**src/rtl/core/mred_pkg.sv**
```systemverilog
package mred_pkg;
    localparam int NUM_CH           = 3;
    localparam int MAX_HANDLERS_DEF = 8;
    localparam int TICK_WRAP_DEF    = 10000;
    localparam int PERIOD_W         = 16;
    localparam int TICK_W           = 14;
    localparam int ID_W             = 8;
    localparam int CNT_W            = 5;

    localparam logic [1:0] REQ_SAMPLE = 2'd0;
    localparam logic [1:0] REQ_REG    = 2'd1;
    localparam logic [1:0] REQ_UNREG  = 2'd2;

    localparam logic [1:0] KIND_CALL  = 2'd0;
    localparam logic [1:0] KIND_DONE  = 2'd1;
    localparam logic [1:0] KIND_REG   = 2'd2;
    localparam logic [1:0] KIND_UNREG = 2'd3;

    localparam logic [1:0] CFG_FAST = 2'd0;
    localparam logic [1:0] CFG_MID  = 2'd1;
    localparam logic [1:0] CFG_SLOW = 2'd2;

    localparam logic [PERIOD_W-1:0] PERIOD_FAST_RST = 16'd625;
    localparam logic [PERIOD_W-1:0] PERIOD_MID_RST  = 16'd6250;
    localparam logic [PERIOD_W-1:0] PERIOD_SLOW_RST = 16'd62500;

    // controller -> datapath
    typedef struct packed {
        logic       load;      // capture input word
        logic       chk;       // evaluate channel ch: fire test, stamp, tick
        logic       emit_call; // present call for ch at index idx
        logic       emit_done;
        logic       reg_op;    // perform register and present status
        logic       unreg_chk; // compare entry idx; swap on match
        logic       emit_unreg;
        logic [1:0] ch;
    } mred_cmd_t;

    // datapath -> controller
    typedef struct packed {
        logic [1:0] req;
        logic       out_busy;  // output register holds a word not yet taken
        logic       fired;     // channel under test fired (after chk)
        logic       idx_end;   // idx reached count
    } mred_sts_t;
endpackage

```
**src/rtl/core/mred_ram.sv**
```systemverilog
module mred_ram #(
    parameter int WIDTH = 8,
    parameter int DEPTH = 24
) (
    input  logic                     aclk,
    input  logic                     we,
    input  logic [$clog2(DEPTH)-1:0] waddr,
    input  logic [WIDTH-1:0]         wdata,
    input  logic [$clog2(DEPTH)-1:0] raddr,
    output logic [WIDTH-1:0]         rdata
);
    logic [WIDTH-1:0] mem [DEPTH];

    always_ff @(posedge aclk) begin
        if (we) begin
            mem[waddr] <= wdata;
        end
        rdata <= mem[raddr];
    end
endmodule

```
**src/rtl/core/mred_ctrl.sv**
```systemverilog
module mred_ctrl
    import mred_pkg::*;
(
    input  logic      aclk,
    input  logic      aresetn,
    input  logic      s_tvalid,
    output logic      s_tready,
    input  mred_sts_t sts,
    output mred_cmd_t cmd
);
    localparam logic [3:0] ST_IDLE   = 4'd0;
    localparam logic [3:0] ST_DEC    = 4'd1;
    localparam logic [3:0] ST_CHK    = 4'd2;
    localparam logic [3:0] ST_RD     = 4'd3;
    localparam logic [3:0] ST_CALL   = 4'd4;
    localparam logic [3:0] ST_DONE   = 4'd5;
    localparam logic [3:0] ST_REG    = 4'd6;
    localparam logic [3:0] ST_URD    = 4'd7;
    localparam logic [3:0] ST_UCHK   = 4'd8;
    localparam logic [3:0] ST_UOUT   = 4'd9;
    localparam logic [3:0] ST_TEST   = 4'd10;

    logic [3:0] state_reg, state_next;
    logic [1:0] ch_reg, ch_next;

    always_ff @(posedge aclk) begin
        if (!aresetn) begin
            state_reg <= ST_IDLE;
            ch_reg    <= 2'd0;
        end else begin
            state_reg <= state_next;
            ch_reg    <= ch_next;
        end
    end

    always_comb begin
        state_next = state_reg;
        ch_next    = ch_reg;
        cmd        = '0;
        cmd.ch     = ch_reg;
        s_tready   = 1'b0;
        case (state_reg)
            ST_IDLE: begin
                s_tready = 1'b1;
                cmd.load = s_tvalid;
                if (s_tvalid) begin
                    state_next = ST_DEC;
                    ch_next    = 2'd0;
                end
            end
            ST_DEC: begin
                case (sts.req)
                    REQ_SAMPLE: state_next = ST_CHK;
                    REQ_REG:    state_next = ST_REG;
                    REQ_UNREG:  state_next = ST_URD;
                    default:    state_next = ST_IDLE;
                endcase
            end
            ST_CHK: begin
                cmd.chk    = 1'b1;
                state_next = ST_TEST;
            end
            ST_TEST: begin
                if (sts.fired) begin
                    state_next = ST_RD;
                end else if (ch_reg == 2'd2) begin
                    state_next = ST_DONE;
                end else begin
                    ch_next    = ch_reg + 2'd1;
                    state_next = ST_CHK;
                end
            end
            ST_RD: begin
                // table read of entry idx is issued; data valid next cycle
                if (sts.idx_end) begin
                    if (ch_reg == 2'd2) begin
                        state_next = ST_DONE;
                    end else begin
                        ch_next    = ch_reg + 2'd1;
                        state_next = ST_CHK;
                    end
                end else begin
                    state_next = ST_CALL;
                end
            end
            ST_CALL: begin
                if (!sts.out_busy) begin
                    cmd.emit_call = 1'b1;
                    state_next    = ST_RD;
                end
            end
            ST_DONE: begin
                if (!sts.out_busy) begin
                    cmd.emit_done = 1'b1;
                    state_next    = ST_IDLE;
                end
            end
            ST_REG: begin
                if (!sts.out_busy) begin
                    cmd.reg_op = 1'b1;
                    state_next = ST_IDLE;
                end
            end
            ST_URD: begin
                state_next = sts.idx_end ? ST_UOUT : ST_UCHK;
            end
            ST_UCHK: begin
                cmd.unreg_chk = 1'b1;
                state_next    = ST_URD;
            end
            ST_UOUT: begin
                if (!sts.out_busy) begin
                    cmd.emit_unreg = 1'b1;
                    state_next     = ST_IDLE;
                end
            end
            default: state_next = ST_IDLE;
        endcase
    end
endmodule

```
**src/rtl/core/mred_dp.sv**
```systemverilog
module mred_dp
    import mred_pkg::*;
#(
    parameter int MAX_HANDLERS = MAX_HANDLERS_DEF,
    parameter int TICK_WRAP    = TICK_WRAP_DEF
) (
    input  logic                aclk,
    input  logic                aresetn,
    input  mred_cmd_t           cmd,
    output mred_sts_t           sts,
    input  logic [1:0]          s_tuser,
    input  logic [25:0]         s_tdata,
    input  logic                cfg_we,
    input  logic [1:0]          cfg_index,
    input  logic [PERIOD_W-1:0] cfg_data,
    output logic                m_tvalid,
    input  logic                m_tready,
    output logic [1:0]          m_tuser,
    output logic [39:0]         m_tdata,
    output logic                m_tlast
);
    localparam int IDX_W = $clog2(MAX_HANDLERS + 1);
    localparam int DEPTH = NUM_CH * MAX_HANDLERS;
    localparam int AW    = $clog2(DEPTH);

    logic [PERIOD_W-1:0] period_reg [NUM_CH];
    logic [PERIOD_W-1:0] stamp_reg  [NUM_CH];
    logic [TICK_W-1:0]   tick_reg   [NUM_CH];
    logic [CNT_W-1:0]    count_reg  [NUM_CH];

    logic [1:0]          req_reg, sel_reg;
    logic [ID_W-1:0]     id_reg;
    logic [PERIOD_W-1:0] now_reg;
    logic [2:0]          mask_reg;
    logic                fired_reg;
    logic [IDX_W-1:0]    idx_reg;
    logic [CNT_W-1:0]    found_reg;

    logic                ovalid_reg;
    logic [1:0]          okind_reg;
    logic [39:0]         odata_reg;
    logic                olast_reg;

    logic [1:0]          ch;
    logic [PERIOD_W-1:0] elapsed;
    logic [CNT_W-1:0]    cnt_ch, cnt_sel;
    logic [ID_W-1:0]     rdata;
    logic                we;
    logic [AW-1:0]       waddr, raddr;
    logic [ID_W-1:0]     wdata;
    logic [TICK_W-1:0]   tick_inc;
    logic                sel_ok;
    logic                swap;
    logic [ID_W-1:0]     last_rdata;
    logic [AW-1:0]       laddr;

    assign ch      = cmd.ch;
    assign elapsed = now_reg - stamp_reg[ch];
    assign cnt_ch  = count_reg[ch];
    assign sel_ok  = (sel_reg != 2'd3);
    assign cnt_sel = sel_ok ? count_reg[sel_reg] : '0;

    function automatic logic [AW-1:0] addr_of(logic [1:0] c, logic [IDX_W-1:0] i);
        logic [AW+IDX_W:0] a;
        a = AW'(c) * (AW+IDX_W+1)'(MAX_HANDLERS) + (AW+IDX_W+1)'(i);
        return a[AW-1:0];
    endfunction

    // read address: sample walk uses ch/idx, unregister uses sel/idx
    always_comb begin
        if (req_reg == REQ_UNREG && sel_ok) begin
            raddr = addr_of(sel_reg, idx_reg);
        end else begin
            raddr = addr_of(ch, idx_reg);
        end
    end

    // writes: register append, or unregister swap-in of the last entry
    assign swap = cmd.unreg_chk && (rdata == id_reg);

    always_comb begin
        we    = 1'b0;
        waddr = addr_of(sel_ok ? sel_reg : 2'd0, idx_reg);
        wdata = id_reg;
        if (cmd.reg_op && sel_ok && cnt_sel < CNT_W'(MAX_HANDLERS)) begin
            we    = 1'b1;
            waddr = addr_of(sel_reg, IDX_W'(cnt_sel));
        end else if (swap) begin
            we    = 1'b1;
            wdata = last_rdata;
        end
    end

    // the table is kept in a second copy, from which the last entry is read alongside
    assign laddr = addr_of(sel_ok ? sel_reg : 2'd0, IDX_W'(cnt_sel - CNT_W'(1)));

    mred_ram #(.WIDTH(ID_W), .DEPTH(DEPTH)) u_tab (
        .aclk(aclk), .we(we), .waddr(waddr), .wdata(wdata),
        .raddr(raddr), .rdata(rdata)
    );
    mred_ram #(.WIDTH(ID_W), .DEPTH(DEPTH)) u_tab_last (
        .aclk(aclk), .we(we), .waddr(waddr), .wdata(wdata),
        .raddr(laddr), .rdata(last_rdata)
    );

    assign tick_inc = (tick_reg[ch] == TICK_W'(TICK_WRAP - 1)) ? '0 : tick_reg[ch] + 1'b1;

    assign sts.req      = req_reg;
    assign sts.out_busy = ovalid_reg && !m_tready;
    assign sts.fired    = fired_reg;
    assign sts.idx_end  = (req_reg == REQ_UNREG) ?
                          (!sel_ok || CNT_W'(idx_reg) >= cnt_sel) :
                          (CNT_W'(idx_reg) >= cnt_ch);

    always_ff @(posedge aclk) begin
        if (!aresetn) begin
            period_reg[0] <= PERIOD_FAST_RST;
            period_reg[1] <= PERIOD_MID_RST;
            period_reg[2] <= PERIOD_SLOW_RST;
            for (int c = 0; c < NUM_CH; c++) begin
                stamp_reg[c] <= '0;
                tick_reg[c]  <= '0;
                count_reg[c] <= '0;
            end
            ovalid_reg <= 1'b0;
            fired_reg  <= 1'b0;
        end else begin
            if (cfg_we) begin
                case (cfg_index)
                    CFG_FAST: period_reg[0] <= cfg_data;
                    CFG_MID:  period_reg[1] <= cfg_data;
                    CFG_SLOW: period_reg[2] <= cfg_data;
                    default: ;
                endcase
            end
            if (cmd.chk) begin
                fired_reg <= elapsed > period_reg[ch];
                if (elapsed > period_reg[ch]) begin
                    stamp_reg[ch] <= now_reg;
                    tick_reg[ch]  <= tick_inc;
                end
            end
            if (cmd.reg_op && sel_ok && cnt_sel < CNT_W'(MAX_HANDLERS)) begin
                count_reg[sel_reg] <= cnt_sel + 1'b1;
            end
            if (swap) begin
                count_reg[sel_reg] <= cnt_sel - 1'b1;
            end
            if (cmd.emit_call || cmd.emit_done || cmd.reg_op || cmd.emit_unreg) begin
                ovalid_reg <= 1'b1;
            end else if (ovalid_reg && m_tready) begin
                ovalid_reg <= 1'b0;
            end
        end
    end

    // payload: channel, call_id, tick, mask, accepted, removed, pad; kind on tuser
    always_ff @(posedge aclk) begin
        if (cmd.load) begin
            req_reg   <= s_tuser;
            sel_reg   <= s_tdata[1:0];
            id_reg    <= s_tdata[9:2];
            now_reg   <= s_tdata[25:10];
            mask_reg  <= '0;
            idx_reg   <= '0;
            found_reg <= '0;
        end
        if (cmd.chk) begin
            idx_reg <= '0;
            if (elapsed > period_reg[ch]) begin
                mask_reg[ch] <= 1'b1;
            end
        end
        if (cmd.emit_call) begin
            idx_reg   <= idx_reg + 1'b1;
            okind_reg <= KIND_CALL;
            odata_reg <= {7'd0, 5'd0, 1'b0, 3'd0, tick_reg[ch], rdata, ch};
            olast_reg <= 1'b0;
        end
        if (cmd.unreg_chk) begin
            if (swap) begin
                found_reg <= found_reg + 1'b1;
            end else begin
                idx_reg <= idx_reg + 1'b1;
            end
        end
        if (cmd.emit_done) begin
            okind_reg <= KIND_DONE;
            odata_reg <= {7'd0, 5'd0, 1'b0, mask_reg, 14'd0, 8'd0, 2'd0};
            olast_reg <= 1'b1;
        end
        if (cmd.reg_op) begin
            okind_reg <= KIND_REG;
            odata_reg <= {7'd0, 5'd0, sel_ok && cnt_sel < CNT_W'(MAX_HANDLERS),
                          3'd0, 14'd0, 8'd0, sel_reg};
            olast_reg <= 1'b1;
        end
        if (cmd.emit_unreg) begin
            okind_reg <= KIND_UNREG;
            odata_reg <= {7'd0, found_reg, 1'b0, 3'd0, 14'd0, 8'd0, sel_reg};
            olast_reg <= 1'b1;
        end
    end

    assign m_tvalid = ovalid_reg;
    assign m_tuser  = okind_reg;
    assign m_tdata  = odata_reg;
    assign m_tlast  = olast_reg;
endmodule

```
**src/rtl/core/multi_rate_event_dispatcher.sv**
```systemverilog
// Three-channel periodic event dispatcher. Each input word is a time sample,
// a handler registration or an unregistration, told apart by tuser. A time
// sample tests the fast, middle and slow channels in turn; a channel whose
// elapsed time (mod 2^16) exceeds its period takes the new stamp, advances its
// tick (wrapping at TICK_WRAP) and emits one call word per subscriber in table
// order, then a sample-done word with tlast ends the run. Registration and
// unregistration answer with one status word. Items are handled one at a time.
// After the accepting cycle a sample passes decode, a test and a decision state
// per channel and the done word; a firing channel adds a read and a call state
// per call word, set by the registered table read, and a final read. A register
// passes decode and the register state; an unregister passes decode, a read and
// a compare state per visited entry (a slot refilled by a swap counting again),
// a final read and the status state. The output register decouples the result
// side; call, done and status states stall while it holds an untaken word. The
// user must write periods on the cfg port while the block is idle (unchecked).
module multi_rate_event_dispatcher
    import mred_pkg::*;
#(
    parameter int MAX_HANDLERS = MAX_HANDLERS_DEF,
    parameter int TICK_WRAP    = TICK_WRAP_DEF
) (
    input  logic                aclk,
    input  logic                aresetn,
    input  logic                s_tvalid,
    output logic                s_tready,
    // req_type[1:0]
    input  logic [1:0]          s_tuser,
    // rate_sel[1:0], handler_id[9:2], timer_value[25:10], pad
    input  logic [31:0]         s_tdata,
    input  logic                cfg_we,
    input  logic [1:0]          cfg_index,
    input  logic [PERIOD_W-1:0] cfg_data,
    output logic                m_tvalid,
    input  logic                m_tready,
    // result_kind[1:0]
    output logic [1:0]          m_tuser,
    // channel[1:0], call_id[9:2], tick_value[23:10], fired_mask[26:24],
    // accepted[27], removed_count[32:28], pad
    output logic [39:0]         m_tdata,
    output logic                m_tlast
);
    mred_cmd_t cmd;
    mred_sts_t sts;

    mred_ctrl u_ctrl (
        .aclk(aclk), .aresetn(aresetn),
        .s_tvalid(s_tvalid), .s_tready(s_tready),
        .sts(sts), .cmd(cmd)
    );

    mred_dp #(.MAX_HANDLERS(MAX_HANDLERS), .TICK_WRAP(TICK_WRAP)) u_dp (
        .aclk(aclk), .aresetn(aresetn), .cmd(cmd), .sts(sts),
        .s_tuser(s_tuser), .s_tdata(s_tdata[25:0]),
        .cfg_we(cfg_we), .cfg_index(cfg_index), .cfg_data(cfg_data),
        .m_tvalid(m_tvalid), .m_tready(m_tready),
        .m_tuser(m_tuser), .m_tdata(m_tdata), .m_tlast(m_tlast)
    );
endmodule
```
**config.mk**
```make
export PLATFORM = sky130hd
export DESIGN_NAME = multi_rate_event_dispatcher
export DESIGN_NICKNAME = d
export VERILOG_FILES = /design/src/rtl/core/mred_pkg.sv /design/src/rtl/core/mred_ram.sv /design/src/rtl/core/mred_ctrl.sv /design/src/rtl/core/mred_dp.sv /design/src/rtl/core/multi_rate_event_dispatcher.sv
export SDC_FILE = /design/constraint.sdc
export NUM_CORES = 1
export LEC_CHECK = 0
export ABC_AREA = 1
export BUFFER_PORTS_ARGS = -buffer_cell sky130_fd_sc_hd__buf_2
export CAP_MARGIN = 20
export CORE_UTILIZATION = 30
export CTS_BUF_LIST = sky130_fd_sc_hd__clkbuf_16
export DETAILED_ROUTE_END_ITERATION = 8
export PLACE_DENSITY = 0.51
export SLEW_MARGIN = 20
export SYNTH_ARGS = -nofsm -noshare
export SYNTH_HDL_FRONTEND = slang
export SYNTH_SLANG_ARGS = --single-unit
```
**constraint.sdc**
```tcl
create_clock -name aclk -period 14.5 [get_ports aclk]
set_clock_uncertainty 0.15 [all_clocks]
set_input_delay 1.45 -clock aclk [delete_from_list [all_inputs] [get_ports aclk]]
set_output_delay 1.45 -clock aclk [all_outputs]
set_load 0.01 [all_outputs]
```
======== After elaboration in Yosys (flattened, before gate mapping) ========
Memory sizes are Yosys's and may differ from the RTL's. A register that Yosys moved wholly into a read port is not among the register bits.
Index checks and enable logic that the tools add are counted.
Widths: inputs -> output; s select.
storage, ports and cells
  flip-flop bits (word level) ............. 84
  bits in latches ......................... 0
  RAM bits ................................ 537
  bits in read-only memories .............. 0
  input bits .............................. 57
  output and inout port bits .............. 45
  word-level logic and storage cells ...... 201
  memories ................................ 6
operators by class
  add/sub/neg operators ................... 12
  multipliers ............................. 0
  divide/modulo/power cells ............... 0
  order comparisons ....................... 6
  equal/unequal tests ..................... 23
  shift-type cells ........................ 0
  muxes and demuxes ....................... 101
  bitwise operators ....................... 5
  reductions and logical operators ........ 30
memory list
  memory               words  bits a word  read ports  clocked after memory_dff  write ports  RTL line        text
  u_dp.u_tab.mem       24     8            1           1                         1            mred_ram.sv:12  logic [WIDTH-1:0] mem [DEPTH];
  u_dp.u_tab_last.mem  24     8            1           1                         1            mred_ram.sv:12
  u_dp.period_reg      3      16           1           1                         3            mred_dp.sv:26   logic [PERIOD_W-1:0] period_reg [NUM_CH];
  u_dp.stamp_reg       3      16           1           1                         3            mred_dp.sv:27   logic [PERIOD_W-1:0] stamp_reg [NUM_CH];
  u_dp.tick_reg        3      14           1           1                         3            mred_dp.sv:28   logic [TICK_W-1:0] tick_reg [NUM_CH];
  u_dp.count_reg       3      5            2           2                         3            mred_dp.sv:29   logic [CNT_W-1:0] count_reg [NUM_CH];
operator list
  kind                   number
  $mux 33                4
  $mux 16                4
  $mux 1                 44
  $mux 5                 8
  $mux 2                 19
  $mux 4                 9
  $pmux 4 s9             1
  $mux 14                2
  $add 5x4->5            5
  $eq 4x3->1 const B     4
  $gt 16x16->1           1
  $mux 8                 2
  $reduce_or 16->1       1
  $sub 16x16->16         1
  $mux 3                 5
  $add 14x1->14 const B  1
  $eq 14x14->1 const B   1
  $reduce_or 14->1       1
  $eq 4x4->1 const B     3
  $add 5x1->5 const B    2
  $ge 4x5->1             2
  $ne 2x2->1 const B     5
  $pmux 3 s3             1
  $eq 4x2->1 const B     2
  28 further kinds       49

======== Longest topological paths before layout ========
Gate-level depths: netlist (run 1).
  word-level depth ........................ 12
  gate-level depth with buffers ........... 31
  gate-level depth less buffers ........... 27

======== Hierarchy ========
A second synthesis (run 1) with hierarchy kept.
second synthesis, totals
  cell total of the unflattened synthesis .. 2983
  area, all modules ....................... 30476.7 µm²
by module, submodules not included
  module     times used  cells each  area each (µm²)  sequential area each (µm²)
  mred_ram   2           762         8370.5           5925.7
  mred_dp    1           1354        13128.8          7597.3
  mred_ctrl  1           105         606.8            120.1

======== Least setup slack after synthesis (run 1) ========
Ideal clock, no wire load.
  path kind ............................... reg2reg
  start ................................... register (tool-made name)
  end ..................................... memory u_dp.stamp_reg[3][0], enable pin
  library setup time ...................... 0.417 ns
  arrival time ............................ 4.967 ns
  required time ........................... 13.933 ns
  path slack .............................. 8.966 ns
  cell stages (with the launch flop) ...... 26
  path buffers ............................ 4
  period minus slack after synthesis ...... 5.534 ns
  path through ............................ dfxtp_1 buf_4 buf_2 buf_2 buf_1 o21ai_0 o22ai_1 ha_1 inv_1 fa_1 nand3_1 nand2_1 nand3_1 nand4_1 nand2_1 inv_1 o21ai_0 nand2_1 nand2_1 nand2_1 ha_1 nand2_1 or2_2 nand4_1 nand3_1 nor2_1
RTL lines
  item              RTL line
  end: declaration  mred_dp.sv:27

==> results of run 1 <==
-- cell families (layout without fill, tap and decap cells) --
family / Yosys count / after routing / share of synthesized area, %
adder cells (fa/ha/maj): 57 / 57 / 3.046
buffers and inverters: 401 / 478 / 6.785
flip-flops: 484 / 484 / 58.51
AND/OR/NAND/NOR: 1043 / 1043 / 18.42
AO/OA/AOI/OAI: 505 / 505 / 12.00
XOR/XNOR: 32 / 32 / 1.216
other: 1 / 7 / 0.01585
-- area by class of cell --
cell class | count | area (sq um) | share of cell area (%)
inverter | 270 | 1015 | 3.808
multi-input combinational | 1644 | 8265 | 31.02
tap | 1040 | 1301 | 4.883
clock inverter | 43 | 270.3 | 1.014
sequential | 484 | 13850 | 51.97
timing repair buffer | 112 | 620.6 | 2.329
clock buffer | 53 | 1326 | 4.977
-- path summary, 6_finish.rpt --
check	startpoint	to	slack (ns)	depth (start not counted)
worst max-delay path	register	u_dp.stamp_reg[1][1]$_SDFFCE_PN0P_	8.29	23
worst min-delay path	u_dp.mask_reg[0]$_DFF_P_	u_dp.mask_reg[0]$_DFF_P_	0.30	2
worst max register to register	register	u_dp.stamp_reg[1][1]$_SDFFCE_PN0P_	8.29	23
worst min register to register	u_dp.mask_reg[0]$_DFF_P_	u_dp.mask_reg[0]$_DFF_P_	0.30	2
-- critical path: stages (launching register included) --
cell and delay (ns):
dfxtp_2 0.56, inv_2 0.73, buf_4 0.54, o21ai_0 0.14, o22ai_1 0.15, ha_1 0.16, inv_1 0.07, fa_1 0.40
nand3_1 0.09, nand2_1 0.10, a21boi_0 0.26, o21ai_0 0.19, a31oi_1 0.20, xnor2_1 0.21, ha_1 0.30, nand2_1 0.09
nor2_1 0.05, nand2_1 0.07, nor2_1 0.07, nor2_1 0.23, nand4_1 0.13, buf_4 0.30, nand2_1 0.11, buf_4 0.45
-- cells in the final DEF, fill, tap and decap left out, types with 4 or more instances in the layout --
| cell type | instances |
|---|---|
| buf_2 | 88 |
| o211ai_1 | 29 |
| inv_2 | 17 |
| o221ai_1 | 8 |
| xor2_1 | 20 |
| a31oi_1 | 7 |
| nand3_2 | 6 |
| edfxtp_1 | 415 |
| o22ai_1 | 6 |
| dfxtp_2 | 4 |
| nand3_1 | 209 |
| clkinv_1 | 18 |
| ha_1 | 55 |
| buf_4 | 24 |
| or2_2 | 5 |
| nand4_1 | 16 |
| nor2_2 | 8 |
| o21ai_0 | 207 |
| nor3_1 | 5 |
| dfxtp_1 | 65 |
| conb_1 | 7 |
| clkbuf_16 | 53 |
| a32o_1 | 17 |
| a211oi_1 | 6 |
| nand2_1 | 547 |
| inv_1 | 262 |
| clkinv_2 | 8 |
| nand2_2 | 10 |
| o31ai_1 | 7 |
| o2111ai_1 | 11 |
| a21oi_1 | 186 |
| xnor2_1 | 11 |
| nor2_1 | 228 |
| o21ai_1 | 9 |
-- power by group through the flow --
stage	combinational, uW	sequential, uW	clock (uW)
floorplan	1660	1820	0
global placement	2440	1840	0
detailed placement	2480	1840	0
CTS	2490	1810	1290
global route	2770	1830	1350
finish	2500	1810	1260
-- routing by layer --
metal	share of wire [%]	routed length, um
met1	42	28690
met2	50	33960
met3	5.2	3549
met4	3.1	2115
met5	0.013	9
-- metrics by stage --
step / instance area, sq um / total power (uW)
final: 26650 / 5575
after global routing: 26650 / 5937
after CTS: 26640 / 5593
after detailed placement: 25040 / 4322
after global placement: 25040 / 4277
after floorplan: 23680 / 3478
==> reports/metrics.cfg, run 1 <==
[setup_path]
startpoint_type=register
critPathRequiredTime_ns=14.57
cp_max_fo=45
setup.worst_path.class=reg -> reg
arrival_ns=6.28
end_kind=register

[clocking]
root_buffer=clkbuf_16
clk_pin_slew_worst_paths_ns=0.06
clk_latency_ns=0.61
cts_buffers=52
clkSinkCount=484
max-clock-path-buffers=3
htreeDepth=2
cts_tree=yes
cts_setup_buffers=0
ctsResizeCount=0
postCtsHoldBufs=0

[power]
p_int_uw=3151
switching_share_pct=43.48
pwr-share-clk_pct=22.7
seqPwrFrac_pct=32.5
pwr-share-comb_pct=44.9
leakage_uw=0.01063
power.density_nw_per_um2=209.2
peakVddDrop_v=0.0002696
net-switching-power_uw=2424

[grt]
track_usage_pct=16.93
use_met1_pct=21.24
grt_max_degree=83
use_met2_pct=29.81
grt-ovfl-total=0
grt_pass1_wl_um=102400
busiest_layer=met2
grtUsageMet3_pct=2.215
first_global_vias=17370
grt_antenna_before_repair=2

[sta]
setup_slack_ns=8.292
finalSetupTns_ns=0
fmax_mhz=161.1
hold_viol=0
worstMarginPinSlew_ns=1.065
drv_slew=0
period_needed_ns=6.208
fin_crit_sh_pct=42.81
rsz0062_at_grt=false
slew_headroom_pct=28.76
setup_violations=0
fin_hold_ws_ns=0.3039

[placed_design]
io_buffer_count=88
dpl.hpwl_um=42970
dpl_worst_slack_ns=8.174
gp_congestion=0.8574
post-place-cells=3550

[die]
rows=102
start_util_pct=30.44
dieArea_sq_um=79990
die_y_um=282.8
ios=102
core_sq_um=77720
fp.dieW_um=282.8

[drt]
drtIter0Drc=1370
routed_wl_um=68330
first_pass_iters=5
wl_per_cell_um=18.74
drcViolationCount=0
detail-route-antenna-nets=0
num_vias=18140
viasPerCell=4.976

[logic_synthesis]
netlist_area_sq_um=23660
synth_top_area_share_pct=52.68
yosys_warnings=0
yosys-top-cells-count=nand2_1 (549), edfxtp_1 (415), inv_1 (254)
synthTopCellsByArea=edfxtp_1 (53%), nand2_1 (8.7%), dfxtp_1 (5.8%)
synth_seq_cells=484
syn_area_per_cell_sq_um=9.377
ys.flop_type=edfxtp_1
synth_edf_count=415
ys_async_sr_fraction_pct=0
synth.most_common_cell=nand2_1
synth_top_area_cell=edfxtp_1
ys_types=49
synth_cells=2523
ys_seq_area_share_pct=58.51

[finish]
fillers=7850
antenna_cells=0
postLayoutCoreUtil_pct=34.28
area_growth_pct=12.63
fin_cells=3646
largest_reg_flops=120
fin_nets=2678
final_layout_size_suffix_gt1_share_pct=9.363

[hold_path]
hold_class=reg -> reg

[status]
status=finished, final reports clean

[flow_run]
max_cap_viol_count=0

(Power assumes the default switching activity.)
==> run 2: changes to the inputs <==
ABC_AREA = 0   (was 1)
PLACE_DENSITY = 0.52   (was 0.51)
clock period = 5.31 ns   (was 14.5 ns; I/O delays follow)
==> reports/metrics.cfg, run 2 <==
[clocking]
clkSinkCount=484  ; unchanged
cts_buffers=54  ; +3.8%
root_buffer=clkbuf_16
clk_latency_ns=0.61  ; about the same
max-clock-path-buffers=3  ; unchanged
cts_tree=yes
htreeDepth=2  ; unchanged
clk_pin_slew_worst_paths_ns=0.06  ; about the same

[sta]
fmax_mhz=199.3  ; +24%
fin_crit_sh_pct=94.51  ; +52 points
setup_slack_ns=0.2915  ; -8.000 ns
slew_headroom_pct=26.95  ; -1.8 points
drv_slew=0  ; unchanged
period_needed_ns=5.019  ; -1.190 ns
worstMarginPinSlew_ns=1.096  ; +0.03113 ns
finalSetupTns_ns=0  ; unchanged
fin_hold_ws_ns=0.06804  ; -0.2358 ns
hold_viol=0  ; unchanged
rsz0062_at_grt=false
setup_violations=0  ; unchanged

[power]
leakage_uw=0.009803  ; -7.8%
power.density_nw_per_um2=494.9  ; +140%
switching_share_pct=35.07  ; -8.4 points
net-switching-power_uw=4798  ; +98%
p_int_uw=8882  ; +180%
peakVddDrop_v=0.0004071  ; +51%
pwr-share-comb_pct=34.8  ; -10 points
pwr-share-clk_pct=28.8  ; +6.1 points
seqPwrFrac_pct=36.5  ; +4.0 points

[drt]
routed_wl_um=59620  ; -13%
viasPerCell=4.952  ; -0.47%
num_vias=14820  ; -18%
detail-route-antenna-nets=0  ; unchanged
drcViolationCount=0  ; unchanged
drtIter0Drc=994  ; -27%
first_pass_iters=5  ; unchanged
wl_per_cell_um=19.93  ; +6.3%

[grt]
grt_antenna_before_repair=1  ; -1
first_global_vias=15090  ; -13%
grt_pass1_wl_um=90690  ; -11%
grt_max_degree=71  ; -14%
track_usage_pct=15.04  ; -1.9 points
grt-ovfl-total=0  ; unchanged

[die]
start_util_pct=30.47  ; about the same
dieArea_sq_um=78630  ; -1.7%
fp.dieW_um=280.4  ; -0.85%
ios=102  ; unchanged
core_sq_um=76330  ; -1.8%
rows=101  ; -0.98%
die_y_um=280.4  ; -0.85%

[logic_synthesis]
synth_top_area_share_pct=53.59  ; +0.91 points
ys_seq_area_share_pct=59.53  ; +1.0 points
ys_types=85  ; +73%
synth_top_area_cell=edfxtp_1
synthTopCellsByArea=edfxtp_1 (54%), mux4_2 (8.8%), dfxtp_1 (5.9%)
ys_async_sr_fraction_pct=0  ; unchanged
synth_seq_cells=484  ; unchanged
syn_area_per_cell_sq_um=13.18  ; +41%
ys.flop_type=edfxtp_1
yosys-top-cells-count=edfxtp_1 (415), nand2_1 (171), nor2_1 (119)
netlist_area_sq_um=23250  ; -1.7%
synth_cells=1764  ; -30%
synth.most_common_cell=edfxtp_1
yosys_warnings=0  ; unchanged
synth_edf_count=415  ; unchanged

[placed_design]
io_buffer_count=88  ; unchanged
dpl.hpwl_um=40630  ; -5.4%
dpl_worst_slack_ns=0.06903  ; -8.105 ns
post-place-cells=2858  ; -19%
gp_congestion=0.8392  ; -2.1%

[setup_path]
reg2reg_depth=23  ; unchanged
endpoint=u_dp.stamp_reg[2][13]$_SDFFCE_PN0P_
startpoint_type=register
reg2reg_to=u_dp.stamp_reg[2][13]$_SDFFCE_PN0P_
setup.worst_path.class=reg -> reg
regToRegSetupSlack_ns=0.29  ; -8.00 ns
end_kind=register
cp_max_fo=20  ; -56%
critPathRequiredTime_ns=5.45  ; -9.12 ns
arrival_ns=5.16  ; -1.12 ns

[hold_path]
hold_class=in -> reg

[flow_run]
max_cap_viol_count=0  ; unchanged

[finish]
area_growth_pct=18.86
final_cell_mix=edfxtp_1 (415), nand2_1 (167), nor2_1 (119), a21oi_1 (95), mux4_2 (91)
fin_cells=2992  ; -18%
postLayoutCoreUtil_pct=36.21  ; +1.9 points
final_layout_size_suffix_gt1_share_pct=21.16  ; +12 points
layout.cells.most_common=edfxtp_1
fin_nets=2032  ; -24%
largest_reg_flops=120  ; unchanged

[status]
status=finished, final reports clean

run 2: cell count changes after synthesis, sizes merged, moves of 72 or more:
cell / before / now
mux4: 0 / 98
inv: 266 / 63
mux2i: 0 / 72
o21ai: 219 / 42
nand3: 216 / 28
nand2: 557 / 172
a21oi: 187 / 97
nor2: 238 / 120
run 2: worst min-delay path by stage:
| stage | endpoint | start | depth (start not counted) | slack [ns] |
|---|---|---|---|---|
| after detailed placement | u_dp.m_tlast$_SDFFE_PP1P_ | u_dp.m_tlast$_SDFFE_PP1P_ | 1 | 0.29 |
| after CTS | u_dp.period_reg[0][9]$_SDFFCE_PP1P_ | cfg_data[9] | 2 | 0.02 |
| final | u_dp.period_reg[2][2]$_SDFFCE_PP1P_ | cfg_data[2] | 2 | 0.07 |
| after global placement | u_dp.m_tlast$_SDFFE_PP1P_ | u_dp.m_tlast$_SDFFE_PP1P_ | 1 | 0.28 |
| after global routing | u_dp.period_reg[0][9]$_SDFFCE_PP1P_ | cfg_data[9] | 2 | 0.04 |
| after floorplan | u_dp.mask_reg[2]$_DFF_P_ | u_dp.mask_reg[2]$_DFF_P_ | 2 | 0.27 |
run 2: logic make-up after synthesis:
kind of cell / count (synthesis) / share of synthesized area (%)
adders and majority gates: 57 / 3.099
other: 1 / 0.01613
buffers and inverters: 169 / 3.131
and+or+nand+nor: 551 / 11.58
muxes: 177 / 13.04
xor gates and xnor gates: 44 / 1.722
AOI/OAI and AO/OA: 281 / 7.882
DFF: 484 / 59.53
run 2: layout make-up:
class / count / area, sq um
clock inverters: 44 / 488.0
multi-input cells: 1117 / 8897
diodes: 1 / 2.502
fillers: 7366 / 48690
well taps: 1030 / 1289
clock buffers: 55 / 1376
flip-flops and latches: 484 / 13860
repair buffers: 197 / 1489
inverters: 64 / 240.2
run 2: critical path: stages, from the launching register on:
cell,delay (ns)
dfxtp_4,0.42
buf_6,0.15
buf_4,0.12
mux4_2,0.50
ha_1,0.21
inv_1,0.07
fa_1,0.21
a21o_1,0.13
a21oi_1,0.09
o21ai_2,0.18
nand4_1,0.15
nand3_1,0.10
o311ai_0,0.18
xnor2_1,0.18
ha_1,0.30
and2_4,0.15
nand4_1,0.16
o31ai_1,0.35
a221oi_2,0.07
a211oi_2,0.18
buf_4,0.21
nand2_1,0.12
nand2_4,0.13
buf_12,0.19
run 2: per-layer routing:
layer  vias to the layer above  GRT usage (%)  share of wire, %
met1                      7488          19.35                44
met2                       291          26.22                51
met5                         -              0                 0
met4                         0          4.316               2.3
li1                       6952              -                 -
met3                        86          2.082               3.6
run 2: per-stage QoR:
stage | total power, uW | area [sq um]
floorplan | 8216 | 23310
global placement | 9700 | 25370
detailed placement | 9775 | 25370
CTS | 13760 | 27510
global route | 14400 | 27640
finish | 13680 | 27640
run 2: what timing repair did:
action | 4_1_cts | 5_1_grt
gates resized for setup | 0 | 22
endpoints found under the hold margin | 28 | 0
endpoints found under the setup margin | 0 | 210
hold buffers | 27 | 0
setup buffers | 0 | 6
run 2: power by group through the flow:
stage | Combinational [uW] | Sequential [uW] | Clock (uW)
6_report | 4760 | 4990 | 3940
5_1_grt | 5190 | 5040 | 4180
4_1_cts | 4740 | 5000 | 4030
3_5_place_dp | 4710 | 5070 | 0
3_3_place_gp | 4630 | 5070 | 0
2_1_floorplan | 3320 | 4900 | 0
